[src/ple_pkg.sv]
// Package: sizes, codes and control types of the positional list engine.
package ple_pkg;

  localparam int unsigned CAPACITY = 16;
  localparam int unsigned IDX_W    = (CAPACITY > 1) ? $clog2(CAPACITY) : 1;
  localparam int unsigned CNT_W    = $clog2(CAPACITY + 1);
  localparam int unsigned KEY_W    = 32;
  localparam int unsigned POS_W    = 8;
  localparam int unsigned OP_W     = 4;
  localparam int unsigned CMP_W    = (CNT_W > POS_W) ? CNT_W : POS_W;

  // digit converter: divide by ten through a reciprocal
  localparam logic [31:0] DIV10_RECIP = 32'hCCCC_CCCD;
  localparam int unsigned DIV10_SHIFT = 35;
  localparam int unsigned QUOT_W      = 64 - DIV10_SHIFT;
  // at most ten digits, each at most nine, weights up to 2^9
  localparam int unsigned DC_ACC_W    = 14;
  localparam int unsigned DC_SHIFT_W  = 4;

  typedef enum logic [OP_W-1:0] {
    OP_GET       = 4'd0,
    OP_SET       = 4'd1,
    OP_INS_FRONT = 4'd2,
    OP_INS_BACK  = 4'd3,
    OP_INS_AT    = 4'd4,
    OP_RM_FRONT  = 4'd5,
    OP_RM_BACK   = 4'd6,
    OP_RM_AT     = 4'd7,
    OP_SEARCH    = 4'd8,
    OP_CLEAR     = 4'd9,
    OP_SUM       = 4'd10
  } op_e;

  typedef enum logic [1:0] {
    ST_OK     = 2'd0,
    ST_BADPOS = 2'd1,
    ST_EMPTY  = 2'd2,
    ST_FULL   = 2'd3
  } status_e;

  typedef enum logic [2:0] {
    ACT_HOLD,
    ACT_WRITE,
    ACT_INSERT,
    ACT_REMOVE,
    ACT_ROTATE
  } cell_act_e;

  typedef struct packed {
    cell_act_e        act;
    logic [IDX_W-1:0] idx;
    logic [KEY_W-1:0] key;
  } cell_ctl_t;

  typedef enum logic [1:0] {
    S_IDLE,
    S_SCAN,
    S_CONV,
    S_DONE
  } state_e;

  typedef enum logic [1:0] {
    DC_IDLE,
    DC_MUL,
    DC_ACC
  } dconv_state_e;

endpackage

[src/positional_list_engine.sv]
// Top level: bounded positional key list built as a ring of shifting cells.
//
//  channel | direction | handshake                | word
//  --------+-----------+--------------------------+------------------------------------------
//  in      | input     | in_valid_i / in_ready_o  | operation, position, key_value
//  out     | output    | out_valid_o / out_ready_i| status, item_key, sum_total, entry_count
//
// Get, set, inserts, removes, clear, unused codes and searches of an empty list
// complete in the cycle of acceptance; the cell row opens or closes the gap at that edge.
// Other searches rotate the ring once past the head cell; a sum rotates it once
// too and passes each stored key through the digit converter. One word is in
// work at a time. Reset empties the list; cell contents are not cleared. A stalled
// result holds the output register and blocks the next word until it is taken.
module positional_list_engine (
  input  logic                              clk_i,
  input  logic                              rst_ni,
  input  logic                              in_valid_i,
  output logic                              in_ready_o,
  input  logic [ple_pkg::OP_W-1:0]          operation_i,
  input  logic [ple_pkg::POS_W-1:0]         position_i,
  input  logic signed [ple_pkg::KEY_W-1:0]  key_value_i,
  output logic                              out_valid_o,
  input  logic                              out_ready_i,
  output logic [1:0]                        status_o,
  output logic signed [ple_pkg::KEY_W-1:0]  item_key_o,
  output logic signed [ple_pkg::KEY_W-1:0]  sum_total_o,
  output logic [ple_pkg::CNT_W-1:0]         entry_count_o
);
  import ple_pkg::*;

  // cell row
  logic [KEY_W-1:0] cell_val [CAPACITY];
  cell_ctl_t        cell_ctl;

  for (genvar g = 0; g < CAPACITY; g++) begin : g_cell
    localparam int unsigned LEFT  = (g == 0) ? CAPACITY - 1 : g - 1;
    localparam int unsigned RIGHT = (g == CAPACITY - 1) ? 0 : g + 1;
    ple_cell u_cell (
      .clk_i      (clk_i),
      .cell_idx_i (IDX_W'(g)),
      .ctl_i      (cell_ctl),
      .left_i     (cell_val[LEFT]),
      .right_i    (cell_val[RIGHT]),
      .val_o      (cell_val[g])
    );
  end

  // control and output registers
  state_e           state_q, state_d;
  logic [CNT_W-1:0] fill_q, fill_d;
  logic             out_valid_q, out_valid_d;
  status_e          status_q, status_d;
  logic [KEY_W-1:0] item_q, item_d;
  logic [KEY_W-1:0] sum_q, sum_d;
  logic [CNT_W-1:0] count_q, count_d;

  // scan working registers
  logic             is_sum_q, is_sum_d;
  logic [KEY_W-1:0] key_q, key_d;
  logic             found_q, found_d;
  logic [KEY_W-1:0] sitem_q, sitem_d;
  logic [KEY_W-1:0] total_q, total_d;
  logic [IDX_W-1:0] rot_q, rot_d;

  // digit converter
  logic             conv_start;
  logic             conv_done;
  logic [KEY_W-1:0] conv_val;

  ple_dconv u_dconv (
    .clk_i    (clk_i),
    .rst_ni   (rst_ni),
    .start_i  (conv_start),
    .value_i  (cell_val[0]),
    .done_o   (conv_done),
    .result_o (conv_val)
  );

  // position checks
  op_e              op;
  logic             pos_ok;
  logic             full;
  logic             empty;
  logic [IDX_W-1:0] pos_idx;
  logic [IDX_W-1:0] rd_idx;
  logic [KEY_W-1:0] rd_val;
  logic             rot_in_fill;
  logic             rot_last;

  assign op          = op_e'(operation_i);
  assign pos_ok      = (position_i != '0) && (CMP_W'(position_i) <= CMP_W'(fill_q));
  assign full        = (fill_q == CNT_W'(CAPACITY));
  assign empty       = (fill_q == '0);
  assign pos_idx     = IDX_W'(position_i - 1'b1);
  assign rot_in_fill = (CNT_W'(rot_q) < fill_q);
  assign rot_last    = (rot_q == IDX_W'(CAPACITY - 1));

  // single read port for get and removes
  always_comb begin
    case (op)
      OP_RM_FRONT: rd_idx = '0;
      OP_RM_BACK:  rd_idx = IDX_W'(fill_q - 1'b1);
      default:     rd_idx = pos_idx;
    endcase
  end

  assign rd_val = cell_val[rd_idx];

  // decode of the operations that complete on acceptance, and of scan requests
  status_e          dec_status;
  logic [KEY_W-1:0] dec_item;
  logic [CNT_W-1:0] dec_fill;
  cell_act_e        dec_act;
  logic [IDX_W-1:0] dec_idx;
  logic             dec_scan;

  always_comb begin
    dec_status = ST_OK;
    dec_item   = '0;
    dec_fill   = fill_q;
    dec_act    = ACT_HOLD;
    dec_idx    = pos_idx;
    dec_scan   = 1'b0;
    case (op)
      OP_GET: begin
        if (!pos_ok) dec_status = ST_BADPOS;
        else dec_item = rd_val;
      end
      OP_SET: begin
        if (!pos_ok) begin
          dec_status = ST_BADPOS;
        end else begin
          dec_act  = ACT_WRITE;
          dec_item = key_value_i;
        end
      end
      OP_INS_FRONT, OP_INS_BACK: begin
        if (full) begin
          dec_status = ST_FULL;
        end else begin
          dec_act  = ACT_INSERT;
          dec_idx  = (op == OP_INS_FRONT) ? '0 : IDX_W'(fill_q);
          dec_fill = fill_q + 1'b1;
          dec_item = key_value_i;
        end
      end
      OP_INS_AT: begin
        if (!pos_ok) begin
          dec_status = ST_BADPOS;
        end else if (full) begin
          dec_status = ST_FULL;
        end else begin
          dec_act  = ACT_INSERT;
          dec_fill = fill_q + 1'b1;
          dec_item = key_value_i;
        end
      end
      OP_RM_FRONT, OP_RM_BACK, OP_RM_AT: begin
        if (empty) begin
          dec_status = ST_EMPTY;
        end else if ((op == OP_RM_AT) && !pos_ok) begin
          dec_status = ST_BADPOS;
        end else begin
          dec_act  = ACT_REMOVE;
          dec_idx  = rd_idx;
          dec_fill = fill_q - 1'b1;
          dec_item = rd_val;
        end
      end
      OP_SEARCH: begin
        if (empty) dec_status = ST_EMPTY;
        else dec_scan = 1'b1;
      end
      OP_CLEAR: begin
        dec_fill = '0;
      end
      OP_SUM: begin
        dec_scan = 1'b1;
      end
      default: begin
        dec_status = ST_OK;
      end
    endcase
  end

  // sequencer: accept, rotate-scan, convert, deliver
  logic step;

  always_comb begin
    state_d     = state_q;
    fill_d      = fill_q;
    out_valid_d = out_valid_q && !out_ready_i;
    status_d    = status_q;
    item_d      = item_q;
    sum_d       = sum_q;
    count_d     = count_q;
    is_sum_d    = is_sum_q;
    key_d       = key_q;
    found_d     = found_q;
    sitem_d     = sitem_q;
    total_d     = total_q;
    rot_d       = rot_q;
    cell_ctl    = '{act: ACT_HOLD, idx: dec_idx, key: key_value_i};
    conv_start  = 1'b0;
    in_ready_o  = 1'b0;
    step        = 1'b0;
    case (state_q)
      S_IDLE: begin
        in_ready_o = !out_valid_q || out_ready_i;
        if (in_valid_i && in_ready_o) begin
          if (dec_scan) begin
            state_d  = S_SCAN;
            is_sum_d = (op == OP_SUM);
            key_d    = key_value_i;
            found_d  = 1'b0;
            sitem_d  = '1;
            total_d  = '0;
            rot_d    = '0;
          end else begin
            cell_ctl.act = dec_act;
            fill_d       = dec_fill;
            out_valid_d  = 1'b1;
            status_d     = dec_status;
            item_d       = dec_item;
            sum_d        = '0;
            count_d      = dec_fill;
          end
        end
      end
      S_SCAN: begin
        if (is_sum_q && rot_in_fill) begin
          conv_start = 1'b1;
          state_d    = S_CONV;
        end else begin
          step = 1'b1;
          if (!is_sum_q && rot_in_fill && !found_q && (cell_val[0] == key_q)) begin
            found_d = 1'b1;
            sitem_d = cell_val[0];
          end
        end
      end
      S_CONV: begin
        if (conv_done) begin
          total_d = total_q + conv_val;
          step    = 1'b1;
        end
      end
      S_DONE: begin
        if (!out_valid_q || out_ready_i) begin
          out_valid_d = 1'b1;
          status_d    = ST_OK;
          item_d      = is_sum_q ? '0 : sitem_q;
          sum_d       = is_sum_q ? total_q : '0;
          count_d     = fill_q;
          state_d     = S_IDLE;
        end
      end
      default: begin
        state_d = S_IDLE;
      end
    endcase
    // advance the ring by one cell towards the head
    if (step) begin
      cell_ctl.act = ACT_ROTATE;
      rot_d        = rot_q + 1'b1;
      state_d      = rot_last ? S_DONE : S_SCAN;
    end
  end

  always_ff @(posedge clk_i or negedge rst_ni) begin
    if (!rst_ni) begin
      state_q     <= S_IDLE;
      fill_q      <= '0;
      out_valid_q <= 1'b0;
    end else begin
      state_q     <= state_d;
      fill_q      <= fill_d;
      out_valid_q <= out_valid_d;
    end
  end

  always_ff @(posedge clk_i) begin
    status_q <= status_d;
    item_q   <= item_d;
    sum_q    <= sum_d;
    count_q  <= count_d;
    is_sum_q <= is_sum_d;
    key_q    <= key_d;
    found_q  <= found_d;
    sitem_q  <= sitem_d;
    total_q  <= total_d;
    rot_q    <= rot_d;
  end

  assign out_valid_o   = out_valid_q;
  assign status_o      = status_q;
  assign item_key_o    = item_q;
  assign sum_total_o   = sum_q;
  assign entry_count_o = count_q;

endmodule

[src/ple_cell.sv]
// One list cell: holds one key and shifts with its neighbours on command.
module ple_cell (
  input  logic                         clk_i,
  input  logic [ple_pkg::IDX_W-1:0]    cell_idx_i,
  input  ple_pkg::cell_ctl_t           ctl_i,
  input  logic [ple_pkg::KEY_W-1:0]    left_i,
  input  logic [ple_pkg::KEY_W-1:0]    right_i,
  output logic [ple_pkg::KEY_W-1:0]    val_o
);
  import ple_pkg::*;

  logic [KEY_W-1:0] val_q, val_d;

  // next key: write, open a gap, close a gap or rotate towards the head
  always_comb begin
    val_d = val_q;
    case (ctl_i.act)
      ACT_WRITE: begin
        if (cell_idx_i == ctl_i.idx) val_d = ctl_i.key;
      end
      ACT_INSERT: begin
        if (cell_idx_i == ctl_i.idx) val_d = ctl_i.key;
        else if (cell_idx_i > ctl_i.idx) val_d = left_i;
      end
      ACT_REMOVE: begin
        if (cell_idx_i >= ctl_i.idx) val_d = right_i;
      end
      ACT_ROTATE: begin
        val_d = right_i;
      end
      default: begin
        val_d = val_q;
      end
    endcase
  end

  always_ff @(posedge clk_i) begin
    val_q <= val_d;
  end

  assign val_o = val_q;

endmodule

[src/ple_dconv.sv]
// Digit-serial converter: decimal digits of a key read as binary digits.
module ple_dconv (
  input  logic                       clk_i,
  input  logic                       rst_ni,
  input  logic                       start_i,
  input  logic [ple_pkg::KEY_W-1:0]  value_i,
  output logic                       done_o,
  output logic [ple_pkg::KEY_W-1:0]  result_o
);
  import ple_pkg::*;

  dconv_state_e          state_q, state_d;
  logic                  neg_q, neg_d;
  logic [KEY_W-1:0]      mag_q, mag_d;
  logic [63:0]           prod_q, prod_d;
  logic [DC_ACC_W-1:0]   acc_q, acc_d;
  logic [DC_SHIFT_W-1:0] shift_q, shift_d;

  logic [QUOT_W-1:0]     quot;
  logic [KEY_W-1:0]      rem_full;
  logic [DC_ACC_W-1:0]   digit_w;
  logic [KEY_W-1:0]      acc_ext;

  // quotient and remainder of the current magnitude by ten
  assign quot     = prod_q[63:DIV10_SHIFT];
  assign rem_full = mag_q - {quot, 3'b000} - KEY_W'({quot, 1'b0});
  assign digit_w  = DC_ACC_W'(rem_full[3:0]) << shift_q;
  assign acc_ext  = KEY_W'(acc_q);
  assign result_o = neg_q ? (KEY_W'(0) - acc_ext) : acc_ext;

  // per digit: multiply, then subtract and accumulate
  always_comb begin
    state_d = state_q;
    neg_d   = neg_q;
    mag_d   = mag_q;
    prod_d  = prod_q;
    acc_d   = acc_q;
    shift_d = shift_q;
    done_o  = 1'b0;
    case (state_q)
      DC_IDLE: begin
        if (start_i) begin
          neg_d   = value_i[KEY_W-1];
          mag_d   = value_i[KEY_W-1] ? (KEY_W'(0) - value_i) : value_i;
          acc_d   = '0;
          shift_d = '0;
          state_d = DC_MUL;
        end
      end
      DC_MUL: begin
        if (mag_q == '0) begin
          done_o  = 1'b1;
          state_d = DC_IDLE;
        end else begin
          prod_d  = 64'(mag_q) * 64'(DIV10_RECIP);
          state_d = DC_ACC;
        end
      end
      DC_ACC: begin
        acc_d   = acc_q + digit_w;
        shift_d = shift_q + 1'b1;
        mag_d   = KEY_W'(quot);
        state_d = DC_MUL;
      end
      default: begin
        state_d = DC_IDLE;
      end
    endcase
  end

  always_ff @(posedge clk_i or negedge rst_ni) begin
    if (!rst_ni) begin
      state_q <= DC_IDLE;
    end else begin
      state_q <= state_d;
    end
  end

  always_ff @(posedge clk_i) begin
    neg_q   <= neg_d;
    mag_q   <= mag_d;
    prod_q  <= prod_d;
    acc_q   <= acc_d;
    shift_q <= shift_d;
  end

endmodule

[config.mk]
export PLATFORM = sky130hd
export DESIGN_NAME = positional_list_engine
export DESIGN_NICKNAME = d
export VERILOG_FILES = /design/src/ple_pkg.sv /design/src/positional_list_engine.sv /design/src/ple_cell.sv /design/src/ple_dconv.sv
export SDC_FILE = /design/constraint.sdc
export NUM_CORES = 2
export LEC_CHECK = 0
export BUFFER_PORTS_ARGS = -buffer_cell sky130_fd_sc_hd__buf_2
export CORE_UTILIZATION = 34
export DETAILED_ROUTE_END_ITERATION = 16
export PLACE_DENSITY = 0.51
export SLEW_MARGIN = 25
export SYNTH_ARGS = -nofsm -noshare
export SYNTH_HDL_FRONTEND = slang
export SYNTH_SLANG_ARGS = --single-unit
[constraint.sdc]
create_clock -name clk_i -period 9.23 [get_ports clk_i]
set_input_delay 1.846 -clock clk_i [delete_from_list [all_inputs] [get_ports clk_i]]
set_output_delay 1.846 -clock clk_i [all_outputs]
set_load 0.005 [all_outputs]
==> summary.txt <==
Run status
  • Status: finished, final reports clean

Yosys
  • Largest area contributor in the netlist: edfxtp_1
  • Main area contributors after synthesis: edfxtp_1 (37%), fa_1 (13%), ha_1 (8.7%), a221o_1 (8.4%), and2_1 (5.6%)
  • Post-Synth XOR/XNOR Area: 0.0274
  • Cell variety after synth: 84
  • Fraction of registers with async set/reset: 0.0129
  • Register area share after synthesis: 0.376
  • Post-Syn Instances: 5,919
  • Compound-cell area share of the yosys netlist: 0.162
  • Synthesized area: around 0.062 sq mm
  • Post-Synth Adder-Cell Area: 0.213
  • Post-Synthesis Mean Instance Area: 10.4 sq um
  • Top FF cell, synth: edfxtp_1
  • Post-synthesis mux area share: 0.00187
  • Largest family of logic cells by synthesized area: adder cells
  • Mapped Nets: a little under 7,000
  • Synth Area in Simple Gates: 0.154
  • Synth warn: 0
  • Share of the synthesized area in the top cell type: 0.372
  • EDFF count, synth: 765
  • Yosys reg bits: roughly 780

Route
  • DRC viols: 0
  • DR WL/cell: 28.2 um
  • Antenna viol nets, final: 0
  • Final WL: 232,000 um
  • Routed via count: ~47,000
  • 1st-iter DRT viols: about 5,100
  • Pre-Repair DR Iteration Count: 5
  • Number of vias per cell: 5.76

CTS
  • Worst skew pair latency: 730 ps
  • Post-CTS Setup Repair Bufs: 0
  • Clk slew on worst S/H paths: ~60 ps
  • Clock sink count: 775
  • Post-CTS Resized: 0
  • Max Buffers Root-to-Sink: 3
  • CTS tree: built
  • Total CTS buffers: 93
  • # hold bufs at CTS: 0
  • H-tree depth: 3
  • CTS root buf: clkbuf_16

Global route
  • Met3 GRT Util: 0.0374
  • Met2 Resource Use GR: 0.410
  • Met1 usage in global routing: 0.325
  • Gr busiest metal: met2
  • Initial antenna violation count: 20
  • GRT Util Overall: 0.249
  • GR Overflow Total: 0
  • Largest net degree at the start of global routing: 160
  • Vias in the first global route: 47,400
  • Global-route wire length before repair: approximately 340,000 um

Cells and area
  • Commonest cells after routing, fill and taps aside: edfxtp_1 (765), nand2_1 (735), inv_1 (601)
  • Share of cells above drive strength 1: 0.0800
  • Nets: approximately 6,700
  • Synthesis-to-layout area growth: 10.3%
  • Fillers: about 18,000
  • Commonest non-fill, non-tap cell in the layout: edfxtp_1

Setup path
  • Largest delay share family, worst path: adder cells
  • WP buf/inv: 4
  • Crit path cell chain: inv_1 -> ha_1 -> xor2_1 -> a21o_1 -> fa_1 -> fa_1 -> fa_1 -> fa_1 -> fa_1 -> inv_1 -> fa_1 -> inv_1 -> ha_1 -> nand3_1 -> nor3_1 -> o311a_1 -> o31ai_2 -> buf_4 -> o21bai_1 -> nand4_1 -> a211o_1 -> a2111oi_0
  • CP Depth: 22
  • Worst path max stage delay: 770 ps
  • Worst Path Required: 9740 ps
  • Crit Path Class: flop to flop
  • Reg2Reg Depth: 22
  • Crit path DAT: 9090 ps
  • Crit start category: flop
  • Worst Path Max Fanout: 8
  • Most used cell, CP: fa_1
  • Critical path's slowest cell: edfxtp_1
  • CP Capture Type: flop

Timing
  • F_max: 117 MHz
  • Max Clock Skew: 33.9 ps
  • RSZ-0062 raised after global routing: false
  • Actual slew at the worst max-slew pin: 1120 ps
  • Final setup viols: 0
  • Minimum clock period: ~8600 ps
  • Slew margin rel.: 0.253
  • Final Slew Violations: 0
  • Setup TNS: 0 ps
  • Hold Vio Cnt, Final: 0
  • Tcrit/Tclk final: 0.929

Floorplanning
  • Chip Width: between 400 and 500 um
  • IO Pins: around 120
  • Initial Util: 0.344
  • # rows: 155
  • Core area: 0.179 sq mm
  • Die ar.: 0.183 sq mm
  • Die Y-Extent: roughly 430 um

Job
  • Max Cap Viol: 0

Placed design
  • DP HPWL: 159,000 um
  • Global placement routability congestion: a little over 0.9
  • IO buf count: 120

Min path
  • Hold Path Class: flop to flop
  • Hold path cells: 2
==> sequential cells by signal, indices dropped and copies added, names as in the netlist, 5 cells and up <==
register             cells
u_dconv.mag_q           32
sitem_q                 32
key_q                   32
item_key_o              32
fill_q                   5
entry_count_o            5
total_q                 32
sum_total_o             32
u_dconv.prod_q          29
u_dconv.acc_q           14
g_cell.u_cell.val_o    512
==> per-layer routing <==
layer	up-vias	part of all wire
li1	21000	-
met1	24000	0.42
met2	1964	0.48
met3	419	0.065
met4	2	0.042
met5	-	0.000039
==> layout make-up <==
class | instances | area, sq um | share of cell area
antenna | 13 | 32.5 | 0.000478
clock buffer | 113 | 2420 | 0.0356
clock inverter | 57 | 647 | 0.00950
inverter | 602 | 2260 | 0.0332
multi-input combinational | 4104 | 35100 | 0.515
sequential | 775 | 23200 | 0.341
tap | 2355 | 2950 | 0.0433
timing repair buffer | 225 | 1460 | 0.0215
==> per-stage QoR <==
step	hold WS (ps)	instance area [sq um]	util	setup WS [ps]	std cells
after global routing	531	68100	0.379	240	8244
after CTS	515	68000	0.379	635	8231
after detailed placement	498	64900	0.362	634	8061
after floorplan	424	61700	-	2050	5919
final	512	68100	0.379	652	8244
after global placement	495	64900	0.362	772	8059
==> cell usage after synthesis (17+ instances only) <==
cell type	number
a21o_1	57
inv_1	601
and3_1	116
nor3_1	33
edfxtp_1	765
a221o_1	517
a21oi_1	163
nand2_1	736
nand3_1	167
nor2b_1	21
nand2b_1	51
clkbuf_1	298
xnor2_1	100
xor2_1	93
o21a_1	17
o21ai_0	117
a31oi_1	40
fa_1	388
buf_2	78
nor2_1	98
ha_1	429
a22oi_1	34
a311oi_1	101
and2_1	551
buf_1	51
nand4_1	23
==> kinds of logic (layout without fill, tap and decap cells) <==
family / Yosys count / count (layout)
xor+xnor: 193 / 193
buf+inv: 1040 / 997
flops: 775 / 775
compound gates: 1211 / 1211
simple gates: 1872 / 1872
fa+ha+maj: 817 / 817
other cells: 0 / 13
mux: 11 / 11
==> worst register-to-register path, cell delays in order, from the launching register on <==
cell and delay (ps):
edfxtp_1 770, inv_1 180, ha_1 490, xor2_1 650, a21o_1 320, fa_1 470, fa_1 550, fa_1 470
fa_1 420, fa_1 520, inv_1 50, fa_1 480, inv_1 40, ha_1 440, nand3_1 170, nor3_1 380
o311a_1 510, o31ai_2 140, buf_4 180, o21bai_1 290, nand4_1 170, a211o_1 310, a2111oi_0 370
==> worst paths after layout <==
path,from,endpoint,slack (ps)
max,u_dconv.mag_q[2],u_dconv.prod_q[57],650
min,sitem_q[29],item_key_o[29],510
max reg2reg,u_dconv.mag_q[2],u_dconv.prod_q[57],650
min reg2reg,sitem_q[29],item_key_o[29],510
max in group asynchronous,rst_ni,out_valid_o,8010
min in group asynchronous,rst_ni,state_q[0],1000
Power is not shown: default switching activity piles up to over one toggle a cycle in this logic, so the estimate is an artifact.
